`src/hdl/kcpa_pkg.sv`:
```
// ----------------------------------------------------------------------------
// kcpa_pkg
// Shared types, codes and constants of the keypad code lock and proximity
// alarm.
// ----------------------------------------------------------------------------
package kcpa_pkg;

  localparam int CODE_KEYS = 4;
  localparam int KEY_W     = 4;
  localparam int CODE_W    = CODE_KEYS * KEY_W;
  localparam int LEN_W     = (CODE_KEYS > 1) ? $clog2(CODE_KEYS) : 1;
  localparam int PREV_W    = KEY_W + 1;

  localparam int OP_W      = 3;
  localparam int EVENT_W   = 3;
  localparam int ECHO_W    = 20;
  localparam int DIST_W    = 10;
  localparam int CFG_W     = 16;
  localparam int CFG_IDX_W = 3;
  localparam int HOLD_W    = 17;
  localparam int PAUSE_W   = 16;
  localparam int TALLY_W   = 4;

  localparam logic [OP_W-1:0] OP_TICK   = 3'd0;
  localparam logic [OP_W-1:0] OP_KEY    = 3'd1;
  localparam logic [OP_W-1:0] OP_ECHO   = 3'd2;
  localparam logic [OP_W-1:0] OP_ARM    = 3'd3;
  localparam logic [OP_W-1:0] OP_DISARM = 3'd4;

  localparam logic [EVENT_W-1:0] EV_NONE     = 3'd0;
  localparam logic [EVENT_W-1:0] EV_ARMED    = 3'd1;
  localparam logic [EVENT_W-1:0] EV_DISARMED = 3'd2;
  localparam logic [EVENT_W-1:0] EV_WRONG    = 3'd3;
  localparam logic [EVENT_W-1:0] EV_ALERT    = 3'd4;
  localparam logic [EVENT_W-1:0] EV_CLEARED  = 3'd5;

  localparam logic [CFG_IDX_W-1:0] REG_SECRET  = 3'd0;
  localparam logic [CFG_IDX_W-1:0] REG_NEAR    = 3'd1;
  localparam logic [CFG_IDX_W-1:0] REG_FAR     = 3'd2;
  localparam logic [CFG_IDX_W-1:0] REG_HOLDOFF = 3'd3;
  localparam logic [CFG_IDX_W-1:0] REG_DISABLE = 3'd4;
  localparam logic [CFG_IDX_W-1:0] REG_ALERT   = 3'd5;

  localparam logic [KEY_W-1:0]   KEY_CLEAR = 4'd15;
  localparam logic [PREV_W-1:0]  KEY_NONE  = 5'd16;
  localparam logic [TALLY_W-1:0] TALLY_MAX = 4'd15;

  localparam int ECHO_SCALE  = 17;
  localparam int US_PER_UNIT = 1000;
  localparam int PROD_W      = 25;

  localparam logic [CFG_W-1:0]   SECRET_RST  = 16'h0512;
  localparam logic [DIST_W-1:0]  NEAR_RST    = 10'd10;
  localparam logic [DIST_W-1:0]  FAR_RST     = 10'd30;
  localparam logic [CFG_W-1:0]   HOLDOFF_RST = 16'd250;
  localparam logic [CFG_W-1:0]   DISABLE_RST = 16'd60000;
  localparam logic [TALLY_W-1:0] ALERT_RST   = 4'd3;

  typedef struct packed {
    logic [OP_W-1:0]   operation;
    logic [KEY_W-1:0]  key_index;
    logic [ECHO_W-1:0] echo_us;
  } req_t;

  typedef struct packed {
    logic               alarm_on;
    logic [EVENT_W-1:0] event_res;
    logic [1:0]         entered_count;
    logic [TALLY_W-1:0] wrong_count;
    logic               sensing_paused;
  } rsp_t;

  typedef struct packed {
    logic [CFG_W-1:0]   secret_code;
    logic [DIST_W-1:0]  near_cm;
    logic [DIST_W-1:0]  far_cm;
    logic [CFG_W-1:0]   holdoff_ms;
    logic [CFG_W-1:0]   disable_ms;
    logic [TALLY_W-1:0] alert_after;
  } cfg_t;

endpackage

```
`src/hdl/keypad_code_proximity_alarm.sv`:
```
// ----------------------------------------------------------------------------
// keypad_code_proximity_alarm
// Keypad code lock with ultrasonic proximity alarm: top level with
// configuration registers, request register and result register.
// ----------------------------------------------------------------------------
// One result per request. A request is held in the request register and is
// evaluated in a single combinational pass into the result register, and a
// new request is taken every cycle while the result side keeps up. Echo range
// uses constant multiplies and compares.
module keypad_code_proximity_alarm (
  input  logic                           clk,
  input  logic                           rst,
  input  logic                           cfg_write,
  input  logic [kcpa_pkg::CFG_IDX_W-1:0] cfg_index,
  input  logic [kcpa_pkg::CFG_W-1:0]     cfg_data,
  input  logic                           in_valid,
  output logic                           in_stall,
  input  kcpa_pkg::req_t                 in_data,
  output logic                           out_valid,
  input  logic                           out_stall,
  output kcpa_pkg::rsp_t                 out_data
);

  kcpa_pkg::cfg_t cfg;
  logic           req_valid;
  kcpa_pkg::req_t req;
  logic           advance;
  logic           in_window;
  kcpa_pkg::rsp_t result;

  assign advance  = req_valid && (!out_valid || !out_stall);
  assign in_stall = req_valid && !advance;

  always_ff @(posedge clk) begin
    if (rst) begin
      cfg.secret_code <= kcpa_pkg::SECRET_RST;
      cfg.near_cm     <= kcpa_pkg::NEAR_RST;
      cfg.far_cm      <= kcpa_pkg::FAR_RST;
      cfg.holdoff_ms  <= kcpa_pkg::HOLDOFF_RST;
      cfg.disable_ms  <= kcpa_pkg::DISABLE_RST;
      cfg.alert_after <= kcpa_pkg::ALERT_RST;
    end else if (cfg_write) begin
      case (cfg_index)
        kcpa_pkg::REG_SECRET:  cfg.secret_code <= cfg_data;
        kcpa_pkg::REG_NEAR:    cfg.near_cm     <= cfg_data[kcpa_pkg::DIST_W-1:0];
        kcpa_pkg::REG_FAR:     cfg.far_cm      <= cfg_data[kcpa_pkg::DIST_W-1:0];
        kcpa_pkg::REG_HOLDOFF: cfg.holdoff_ms  <= cfg_data;
        kcpa_pkg::REG_DISABLE: cfg.disable_ms  <= cfg_data;
        kcpa_pkg::REG_ALERT:   cfg.alert_after <= cfg_data[kcpa_pkg::TALLY_W-1:0];
        default: begin
        end
      endcase
    end
  end

  always_ff @(posedge clk) begin
    if (rst) begin
      req_valid <= 1'b0;
    end else if (in_valid && !in_stall) begin
      req_valid <= 1'b1;
    end else if (advance) begin
      req_valid <= 1'b0;
    end
  end

  always_ff @(posedge clk) begin
    if (in_valid && !in_stall) req <= in_data;
  end

  always_ff @(posedge clk) begin
    if (rst) begin
      out_valid <= 1'b0;
    end else if (advance) begin
      out_valid <= 1'b1;
    end else if (!out_stall) begin
      out_valid <= 1'b0;
    end
  end

  always_ff @(posedge clk) begin
    if (advance) out_data <= result;
  end

  kcpa_window u_window (
    .echo_us   (req.echo_us),
    .near_cm   (cfg.near_cm),
    .far_cm    (cfg.far_cm),
    .in_window (in_window)
  );

  kcpa_core u_core (
    .clk       (clk),
    .rst       (rst),
    .fire      (advance),
    .req       (req),
    .cfg       (cfg),
    .in_window (in_window),
    .result    (result)
  );

endmodule

```
`src/hdl/kcpa_window.sv`:
```
// ----------------------------------------------------------------------------
// kcpa_window
// Echo range check: flags a distance strictly between near_cm and far_cm,
// comparing the scaled echo against scaled limits instead of dividing.
// ----------------------------------------------------------------------------
module kcpa_window (
  input  logic [kcpa_pkg::ECHO_W-1:0] echo_us,
  input  logic [kcpa_pkg::DIST_W-1:0] near_cm,
  input  logic [kcpa_pkg::DIST_W-1:0] far_cm,
  output logic                        in_window
);

  logic [kcpa_pkg::PROD_W-1:0] scaled;
  logic [kcpa_pkg::PROD_W-1:0] near_lim;
  logic [kcpa_pkg::PROD_W-1:0] far_lim;

  always_comb begin
    scaled   = kcpa_pkg::PROD_W'(echo_us) * kcpa_pkg::PROD_W'(kcpa_pkg::ECHO_SCALE);
    near_lim = (kcpa_pkg::PROD_W'(near_cm) + kcpa_pkg::PROD_W'(1))
               * kcpa_pkg::PROD_W'(kcpa_pkg::US_PER_UNIT);
    far_lim  = kcpa_pkg::PROD_W'(far_cm) * kcpa_pkg::PROD_W'(kcpa_pkg::US_PER_UNIT);
    in_window = (scaled >= near_lim) && (scaled < far_lim);
  end

endmodule

```
`src/hdl/kcpa_core.sv`:
```
// ----------------------------------------------------------------------------
// kcpa_core
// Alarm state and its single-pass update: timers, code entry, wrong-code
// tally and arm/disarm, with the result of the request being applied.
// ----------------------------------------------------------------------------
module kcpa_core (
  input  logic           clk,
  input  logic           rst,
  input  logic           fire,
  input  kcpa_pkg::req_t req,
  input  kcpa_pkg::cfg_t cfg,
  input  logic           in_window,
  output kcpa_pkg::rsp_t result
);

  logic                          alarm_flag, alarm_flag_next;
  logic [kcpa_pkg::CODE_W-1:0]   entry_keys, entry_keys_next;
  logic [kcpa_pkg::LEN_W-1:0]    entry_length, entry_length_next;
  logic [kcpa_pkg::PREV_W-1:0]   previous_key, previous_key_next;
  logic [kcpa_pkg::HOLD_W-1:0]   holdoff_left, holdoff_left_next;
  logic [kcpa_pkg::PAUSE_W-1:0]  pause_left, pause_left_next;
  logic [kcpa_pkg::TALLY_W-1:0]  wrong_tally, wrong_tally_next;
  logic [kcpa_pkg::EVENT_W-1:0]  ev;

  logic                          paused;
  logic [kcpa_pkg::CODE_W-1:0]   word;
  logic                          complete;
  logic                          code_ok;
  logic [kcpa_pkg::TALLY_W-1:0]  tally_inc;

  always_comb begin
    paused    = (pause_left != '0);
    word      = (entry_keys << kcpa_pkg::KEY_W) | kcpa_pkg::CODE_W'(req.key_index);
    complete  = (entry_length == kcpa_pkg::LEN_W'(kcpa_pkg::CODE_KEYS - 1));
    code_ok   = (word == kcpa_pkg::CODE_W'(cfg.secret_code));
    tally_inc = (wrong_tally == kcpa_pkg::TALLY_MAX) ? wrong_tally
                                                     : wrong_tally + 1'b1;

    alarm_flag_next   = alarm_flag;
    entry_keys_next   = entry_keys;
    entry_length_next = entry_length;
    previous_key_next = previous_key;
    holdoff_left_next = holdoff_left;
    pause_left_next   = pause_left;
    wrong_tally_next  = wrong_tally;
    ev                = kcpa_pkg::EV_NONE;

    case (req.operation)
      kcpa_pkg::OP_TICK: begin
        if (holdoff_left != '0) holdoff_left_next = holdoff_left - 1'b1;
        if (paused) pause_left_next = pause_left - 1'b1;
      end
      kcpa_pkg::OP_KEY: begin
        if (!paused && holdoff_left == '0) begin
          if (req.key_index == kcpa_pkg::KEY_CLEAR) begin
            entry_keys_next   = '0;
            entry_length_next = '0;
            ev                = kcpa_pkg::EV_CLEARED;
          end else if ({1'b0, req.key_index} != previous_key) begin
            previous_key_next = {1'b0, req.key_index};
            holdoff_left_next = kcpa_pkg::HOLD_W'(cfg.holdoff_ms) + 1'b1;
            if (!complete) begin
              entry_keys_next   = word;
              entry_length_next = entry_length + 1'b1;
            end else begin
              entry_keys_next   = '0;
              entry_length_next = '0;
              if (code_ok) begin
                wrong_tally_next = '0;
                if (alarm_flag) begin
                  alarm_flag_next = 1'b0;
                  pause_left_next = cfg.disable_ms;
                  ev              = kcpa_pkg::EV_DISARMED;
                end
              end else begin
                wrong_tally_next = tally_inc;
                ev = (tally_inc >= cfg.alert_after) ? kcpa_pkg::EV_ALERT
                                                    : kcpa_pkg::EV_WRONG;
              end
            end
          end
        end
      end
      kcpa_pkg::OP_ECHO: begin
        if (!paused && in_window && !alarm_flag) begin
          alarm_flag_next = 1'b1;
          ev              = kcpa_pkg::EV_ARMED;
        end
      end
      kcpa_pkg::OP_ARM: begin
        if (!alarm_flag) begin
          alarm_flag_next = 1'b1;
          ev              = kcpa_pkg::EV_ARMED;
        end
      end
      kcpa_pkg::OP_DISARM: begin
        if (alarm_flag) begin
          alarm_flag_next = 1'b0;
          pause_left_next = cfg.disable_ms;
          ev              = kcpa_pkg::EV_DISARMED;
        end
      end
      default: begin
      end
    endcase

    result.alarm_on       = alarm_flag_next;
    result.event_res      = ev;
    result.entered_count  = 2'(entry_length_next);
    result.wrong_count    = wrong_tally_next;
    result.sensing_paused = (pause_left_next != '0);
  end

  always_ff @(posedge clk) begin
    if (rst) begin
      alarm_flag   <= 1'b0;
      entry_keys   <= '0;
      entry_length <= '0;
      previous_key <= kcpa_pkg::KEY_NONE;
      holdoff_left <= '0;
      pause_left   <= '0;
      wrong_tally  <= '0;
    end else if (fire) begin
      alarm_flag   <= alarm_flag_next;
      entry_keys   <= entry_keys_next;
      entry_length <= entry_length_next;
      previous_key <= previous_key_next;
      holdoff_left <= holdoff_left_next;
      pause_left   <= pause_left_next;
      wrong_tally  <= wrong_tally_next;
    end
  end

  a_disarm_clears: assert property (@(posedge clk) disable iff (rst)
    fire && result.event_res == kcpa_pkg::EV_DISARMED |=> !alarm_flag)
    else $error("alarm still set after disarm");

  a_arm_sets: assert property (@(posedge clk) disable iff (rst)
    fire && result.event_res == kcpa_pkg::EV_ARMED |=> alarm_flag)
    else $error("alarm not set after arm");

  a_idle_holds: assert property (@(posedge clk) disable iff (rst)
    !fire |=> $stable(holdoff_left) && $stable(pause_left) && $stable(wrong_tally))
    else $error("state moved without a request");

  a_wrong_counts: assert property (@(posedge clk) disable iff (rst)
    fire && (result.event_res == kcpa_pkg::EV_WRONG ||
             result.event_res == kcpa_pkg::EV_ALERT) |=> wrong_tally != '0)
    else $error("wrong code left tally at zero");

endmodule

```
`config.mk`:
```
export PLATFORM = sky130hd
export DESIGN_NAME = keypad_code_proximity_alarm
export DESIGN_NICKNAME = d
export VERILOG_FILES = /design/src/hdl/kcpa_pkg.sv /design/src/hdl/keypad_code_proximity_alarm.sv /design/src/hdl/kcpa_window.sv /design/src/hdl/kcpa_core.sv
export SDC_FILE = /design/constraint.sdc
export NUM_CORES = 1
export LEC_CHECK = 0
export BUFFER_PORTS_ARGS = -buffer_cell sky130_fd_sc_hd__buf_2
export CAP_MARGIN = 20
export CORE_ASPECT_RATIO = 1.5
export CORE_MARGIN = 8
export CORE_UTILIZATION = 55
export DETAILED_ROUTE_END_ITERATION = 16
export HOLD_SLACK_MARGIN = 0.12
export PLACE_DENSITY = 0.75
export SETUP_SLACK_MARGIN = 0.05
export SYNTH_ARGS = -nofsm -noshare
export SYNTH_HDL_FRONTEND = slang
export SYNTH_SLANG_ARGS = --single-unit
export TNS_END_PERCENT = 30
```
`constraint.sdc`:
```
create_clock -name clk -period 6.68 [get_ports clk]
set_input_delay 0.668 -clock clk [delete_from_list [all_inputs] [get_ports clk]]
set_output_delay 0.668 -clock clk [all_outputs]
set_load 0.01 [all_outputs]
```
# Word-level counts from Yosys, hierarchy flattened
# Index checks and enable logic that the tools add are counted.
[op_classes] bitwise=2 order_cmp=3 reduce_logical=32 muxes=49 n_addsub=6 eq_ne=19 multipliers=3
[op_table] op="$mux 16" n=7
[op_table] op="$mux 17" n=4
[op_table] op="$pmux 16 s3" n=1
[op_table] op="$mux 12" n=3
[op_table] op="$pmux 17 s2" n=1
[op_table] op="$reduce_bool 16->1" n=2
[op_table] op="$mux 4" n=7
[op_table] op="$ge 25x25->1" n=1
[op_table] op="$lt 25x20->1" n=1
[op_table] op="$mul 20x5->25 const B" n=1
[op_table] op="$mul 25x7->22 const B" n=1
[op_table] op="$mux 3" n=6
[op_table] op="$add 16x1->17 const B" n=1
[op_table] op="$logic_not 17->1" n=1
[op_table] op="$mul 10x7->17 const B" n=1
[op_table] op="$reduce_bool 17->1" n=1
[op_table] op="$sub 17x1->17 const B" n=1
[op_table] op="$eq 16x16->1" n=1
[op_table] op="$or 16x4->16" n=1
[op_table] op="$sub 16x1->16 const B" n=1
[op_table] op="$eq 3x2->1 const B" n=4
[op_table] op="$mux 1" n=12
[op_table] op="$mux 2" n=6
[op_table] op="$pmux 3 s4" n=1
[op_table] op="22 further kinds" n=48
[totals] wordCells=137 regBits=169

# Depth between registers and ports, before layout
# Gate-level depths: netlist of the first run.
[depth] ltp_word=10 mapped_depth=31 depth_no_buf=31

# Hierarchy
# Synthesis of the first run repeated with hierarchy kept, for this count alone.
[unflattened] hier_cells=1574 hier_area_um2=14081.0
[by_module_without_submodules] module="kcpa_window" seq_area_each_um2=0.0 cells_per_inst=636 instances=1 area_per_inst_um2=5511.5
[by_module_without_submodules] module="kcpa_core" seq_area_each_um2=1141.1 cells_per_inst=613 instances=1 area_per_inst_um2=4450.5
[by_module_without_submodules] module="keypad_code_proximity_alarm" seq_area_each_um2=2622.5 cells_per_inst=325 instances=1 area_per_inst_um2=4119.0

# Worst setup path after synthesis of the first run
# No wires, ideal clock.
[synth_path] path_type="reg-to-reg" startpoint="register, netlist name cfg[46]" endpoint="register out_data[7] (netlist name) (data pin)" path_buffers=0 path_stages_with_launch=29 required_ns=6.550 setup_time_ns=0.130 setup_slack_ns=0.276 t_arrival_ns=6.274 path_cell_list="dfxtp_1 -> ha_1 -> and3_1 -> xnor2_1 -> inv_1 -> xnor2_1 -> ha_1 -> inv_1 -> fa_1 -> fa_1 -> inv_1 -> fa_1 -> ha_1 -> and3_1 -> a31oi_1 -> a21oi_1 -> nand4_1 -> nand4b_1 -> a21oi_1 -> xor2_1 -> ha_1 -> o21a_1 -> o221ai_1 -> a311oi_1 -> and3_1 -> o221ai_1 -> a311o_1 -> nor4_1 -> a31o_2"
[synth_rtl] item="end signal, assigned" line="keypad_code_proximity_alarm.sv:81" text="if (advance) out_data <= result;"
[synth_rtl] item="end, declared" line="keypad_code_proximity_alarm.sv:21" text="output kcpa_pkg::rsp_t out_data"

==> impl_metrics.toml, run 1 <==
[power]
peakVddDrop_mv = 0.229
p_per_area_nw_per_um2 = 220
p_leak_nw = 6.92

[route]
drt_wl_total_um = 41100
met3_length_um = 1880
highest_layer = "met4"
antenna_left = 0
wl_met2_um = 21200
drtIter0Drc = 842
wl_met1_um = 15600
routed_via_density = 6.13
dr.pass1.iters = 5
drcViolationCount = 0
wl_per_cell_um = 19.7
via_count = 12803

[synth]
seq_area_frac_synth = 0.263
syn-cell-area_um2 = 14300
synth_top_area_frac = 0.183
avgSynthCellArea_um2 = 8.45
yosysMostFrequentCell = "nand2_1"
ys.flop_type = "dfxtp_1"
netlist_top_cells_area = "dfxtp_1, ha_1, fa_1, edfxtp_1, nand2_1"
synthTopCellsByCount = "nand2_1, ha_1, a21oi_1"
synth.distinct_cells = 81
synth_seq_cells = 169
synth-edff-count = 38
synth_nets = 1963
synth_cells = 1691
async_flop_share = 0
yosysWarnings = 0
synth_area_leader_cell = "dfxtp_1"

[floorplan]
start_util = 0.557
row_count = 72
die_area_um2 = 31500
io_pins = 64
floorplan.die.height_um = 213
dieWidth_um = 148
core_area_um2 = 25700

[clock_tree]
cts_hold_buffers = 0
path_clk_slew_ns = 0.08
cts_tree = "done"
htree_num_levels = 4
clkLatencyLatePin_ns = 0.47
numCtsBuffers = 17
root_buffer = "clkbuf_16"
clockBufferDepth = 2
cts.sinks = 169

[timing]
fmax_ghz = 0.153
worstMarginPinSlew_ns = 1.09
period_needed_ns = 6.52
hold_viol = 0
slew_headroom = 0.274
finalSetupViolCount = 0
fin_skew_ns = 0.0155
timing.final.crit_share = 0.976
drv_slew = 0
whs_ns = 0.378
fin_setup_tns_ns = 0
rsz0062_at_grt = "true"

[setup_path]
critPathCaptureType = "flip-flop"
crit_fanout = 5
worst_path_max_delay_cell = "fa_1"
crit_path_max_incr_delay_ns = 0.56
critPathRequiredTime_ns = 7.01
crit_path_start_kind = "flip-flop"
path_class = "reg -> reg"
arrival_ns = 6.85

[status]
outcome = "completed"

[job]
maxCapViolations = 0

[place]
dpl.hpwl_um = 29700
place_area_um2 = 14900
port_buffers = 63
place_congestion = 0.946
place_inst = 2036

[final_layout]
antenna_cells = 0
drive_gt1_frac = 0.133
final_cell_area_um2 = 16100
final_cells = 2087
area_delta_synth_final_pct = 12.8
nets = 2013

[global_route]
grt_pass1_vias = 12667
grt_use_total = 0.253
grt.overflow.total = 0
grt_max_degree = 118
grt_pass1_wl_um = 63300
antenna_found_initial = 0

[hold_path]
hp-class = "in -> reg"
[state kept, by name, indices dropped and copies added, names as in the netlist]
register and count:
u_core.entry_keys 12, u_core.pause_left 16, req 27, out_valid 1, u_core.wrong_tally 4, req_valid 1
u_core.alarm_flag 1, u_core.holdoff_left 17, out_data 11, u_core.previous_key 5, cfg 72, u_core.entry_length 2
[critical path, delay by kind of cell, from the launching register on]
family                     cells  cell delay [ns]
DFF                            1             0.38
AOI/OAI and AO/OA             10             1.94
adders and majority gates      7             2.52
buffers and inverters          6             0.56
and+or+nand+nor                5             0.82
xor gates and xnor gates       1             0.16
[metrics by stage]
| stage | utilization | power (mW) | setup slack (ns) |
|---|---|---|---|
| finish | 0.628 | 3.55 | 0.158 |
| global route | 0.628 | 3.78 | -0.148 |
| CTS | 0.605 | 3.42 | 0.0517 |
| detailed placement | 0.580 | 2.40 | -0.0805 |
| global placement | 0.580 | 2.36 | 0.0669 |
| floorplan | - | 2.08 | 0.276 |
[cell type report]
cell class | count | area (um^2)
timing repair buffer | 105 | 677
clock buffer | 17 | 425
sequential | 169 | 3780
fill | 2145 | 9550
clock inverter | 15 | 169
multi-input combinational | 1311 | 10100
tap | 333 | 417
inverter | 137 | 518
[path summary, 6_finish.rpt]
path	from	slack, ns	cells past startpoint	to
setup reg to reg	cfg[46]	0.16	29	out_data[7]
hold / removal	in_data[5]	0.38	1	req[5]
hold reg to reg	u_core.previous_key[4]	0.46	1	u_core.previous_key[4]
setup / recovery	cfg[46]	0.16	29	out_data[7]
[placed cells by master, fill, tap and decap left out, types with 8 or more instances in the layout]
cell / instances
a211o_1: 9
a211oi_1: 12
a21o_1: 21
a21oi_1: 140
a31oi_1: 17
and3_1: 15
buf_2: 62
buf_4: 38
clkbuf_16: 17
dfxtp_1: 122
dfxtp_2: 8
edfxtp_1: 38
fa_1: 61
ha_1: 147
ha_4: 12
inv_1: 127
mux2i_1: 26
nand2_1: 216
nand2b_1: 14
nand3_1: 41
nand3b_1: 25
nand4_1: 20
nor2_1: 114
nor2b_1: 19
nor3_1: 37
nor4_1: 8
o211ai_1: 11
o21a_1: 17
o21ai_0: 49
o22ai_1: 9
o31ai_1: 8
or2_2: 9
or3_1: 11
or4_1: 10
xnor2_1: 56
xor2_1: 20
[routing by layer]
layer / GRT usage / up-vias
met5: 0 / -
met4: 0.167 / 0
met3: 0.0338 / 156
met2: 0.458 / 456
met1: 0.272 / 6111
li1: - / 6080
[where the power goes]
group,leakage (nW),internal [mW],switching [mW]
Combinational,5.19,0.590,0.812
Sequential,1.43,1.08,0.0495
Clock,0.293,0.506,0.510
[logic make-up after synthesis]
kind of cell	count (synthesis)	share of synthesized area
muxes	33	0.0237
DFF	169	0.263
adders and majority gates	221	0.226
buffers and inverters	211	0.0590
and+or+nand+nor	592	0.206
xor gates and xnor gates	86	0.0527
AOI/OAI and AO/OA	379	0.169
[timing repair]
action / in CTS / in global routing
pin swaps: 0 / 35
gates resized for setup: 4 / 80
setup buffers: 1 / 16
setup endpoints to repair: 3 / 3
Note: power is estimated with default switching activity, not from simulation.
==> inputs of run 2 (changes only) <==
Settings changed: ABC_AREA set to 1, SYNTH_HIERARCHICAL set to 1.
Clock period 6.68 ns to 5.9 ns, I/O delays scaled along.
==> run 2 against run 1 <==
Effect of this change: the run now ends with negative setup slack left; die area grew 5.2%; routed wire length grew 9.2%; combinational power grew 59%; synthesized area grew 5.7%; final cell count grew 23%; sequential share of layout area shrank 1.6 points; flip-flop and latch count is the same; synthesized cell count grew 24%; clock skew shrank 0.0051 ns; power grew 33%; first-iteration DRC count shrank 15%; fmax grew 7.8%; critical path type unchanged; largest cell class unchanged; highest routed layer unchanged.
==> impl_metrics.toml, run 2 <==
[status]
outcome = "finished, violations left"
violations = "negative setup slack"

[synth]
seq_area_frac_synth = 0.249
yosysWarnings = 6
synth_top_family_by_area = "simple AND/OR/NAND/NOR gates"
synth_nets = 2361
synth_area_leader_cell = "dfxtp_1"
synth_cells = 2092
synth.distinct_cells = 58
syn-cell-area_um2 = 15100
yosys.area_share.adder = 0.210
synth-xor-area-share = 0.0471
synth-edff-count = 38
synthTopCellsByCount = "nand2_1, inv_1, nor2_1"
synth-compound-area-share = 0.104
yosysMostFrequentCell = "nand2_1"
netlist_top_cells_area = "dfxtp_1, ha_1, nand2_1, fa_1, edfxtp_1"
avgSynthCellArea_um2 = 7.22
synth_seq_cells = 169
synth_simple_gate_area_share = 0.290
ys.flop_type = "dfxtp_1"
async_flop_share = 0
synth_top_area_frac = 0.174
synthMuxAreaShare = 0.000745

[final_layout]
antenna_cells = 0
reg_top3 = "cfg x72, req x27, u_core/holdoff_left x17"
largest_register_ffs = 72
drive_gt1_frac = 0.168
seq_area_um2 = 3780
area_delta_synth_final_pct = 14.7
final_common_cell = "nand2_1"
nets = 2488
final_cell_mix = "nand2_1, inv_1, nor2_1"
n_fill_cell = 2413
multi_input_area_um2 = 10200
final_cells = 2574
top_register = "cfg"
postLayoutCoreUtil = 0.639

[setup_path]
r2r_slack_ns = -0.15
arrival_ns = 6.45
crit_top_cell = "nand2_1"
crit_path_max_incr_delay_ns = 0.54
crit_path_start_kind = "flip-flop"
r2r_start = "cfg[50]"
crit_fanout = 4
cp-startpoint = "cfg[50]"
critPathRequiredTime_ns = 6.30
critPathCaptureType = "flip-flop"
worst_path_max_delay_cell = "fa_1"
path_class = "reg -> reg"

[timing]
timing.final.ws_setup_ns = -0.150
timing.final.crit_share = 1.03
period_needed_ns = 6.05
fmax_ghz = 0.165
drv_slew = 0
finalSetupViolCount = 3
fin_skew_ns = 0.0104
hold_viol = 0
slew_headroom = 0.261
whs_ns = 0.301
rsz0062_at_grt = "true"
worstMarginPinSlew_ns = 1.10

[place]
post-place-ws_ns = -0.340
dpl.hpwl_um = 35100
place_congestion = 0.965
place_inst = 2534
port_buffers = 63

[power]
p_per_area_nw_per_um2 = 273
report.power.total_mw = 4.72
p_leak_nw = 8.85
peakVddDrop_mv = 0.216

[job]
maxCapViolations = 0

[hold_path]
hp-class = "in -> reg"
hold_start = "in_data[26]"

[global_route]
grt.overflow.total = 0
grt_pass1_wl_um = 69700
grt_use_total = 0.274
antenna_found_initial = 0
grt_pass1_vias = 14230
grt_max_degree = 42

[route]
drtIter0Drc = 712
antenna_left = 0
via_count = 14086
highest_layer = "met4"
wl_per_cell_um = 17.4
drt_wl_total_um = 44900
wl_met1_um = 15300
routed_via_density = 5.47
drcViolationCount = 0
met3_length_um = 1780
dr.pass1.iters = 5
wl_met2_um = 23900

[floorplan]
dieWidth_um = 151
core_area_um2 = 27100
row_count = 74
floorplan.die.height_um = 219
io_pins = 64
start_util = 0.557
die_area_um2 = 33100

[clock_tree]
numCtsBuffers = 17
root_buffer = "clkbuf_16"
cts.sinks = 169
clkLatencyLatePin_ns = 0.46
clockBufferDepth = 2
htree_num_levels = 4
path_clk_slew_ns = 0.07
cts_tree = "done"
## run 2: power by group
part           internal (mW)  switching (mW)
logic                  0.927            1.30
registers               1.23          0.0526
clock network          0.650           0.566
## run 2: per-layer routing
metal / vias to the layer above / global-route usage
li1: 6975 / -
met1: 6522 / 0.250
met2: 405 / 0.511
met3: 184 / 0.0439
met4: 0 / 0.239
met5: - / 0
## run 2: area by class of cell
| cell class | instances | share of cell area |
|---|---|---|
| multi-input combinational | 1542 | 0.590 |
| sequential | 169 | 0.218 |
| inverter | 335 | 0.0727 |
| timing repair buffer | 154 | 0.0583 |
| tap | 342 | 0.0247 |
| clock buffer | 17 | 0.0245 |
| clock inverter | 15 | 0.0115 |
## run 2: path summary, 6_finish.rpt
path                       end  depth (start not counted)
max          u_core/alarm_flag                         36
min                    req[26]                          1
min reg2reg            cfg[26]                          2
max reg2reg  u_core/alarm_flag                         36
## run 2: what timing repair did
action | CTS | global route
endpoints found under the setup margin | 3 | 3
buffers inserted | 0 | 8
pin swaps | 12 | 30
resized for setup | 29 | 46
hold buffers | 0 | 0
## run 2: worst max-delay path: cells and delay by family (launching register included)
family | cells | cell delay (ns)
fa+ha+maj | 6 | 2.37
simple gates | 21 | 2.33
flops | 1 | 0.37
buf+inv | 5 | 0.37
compound gates | 2 | 0.30
xor+xnor | 2 | 0.24
## run 2: kinds of logic (layout without fill, tap and decap cells)
group                      Yosys count  count (layout)
AOI/OAI and AO/OA                  269             269
xor gates and xnor gates            77              77
adders and majority gates          218             218
buffers and inverters              381             521
DFF                                169             169
muxes                                1               1
and+or+nand+nor                    977             977
## run 2: per-stage QoR
stage	TNS, ns	instance area, um^2
2_1_floorplan	0	15100
3_3_place_gp	-0.323	16200
3_5_place_dp	-0.802	16300
4_1_cts	-0.102	17100
5_1_grt	-1.28	17300
6_report	-0.330	17300
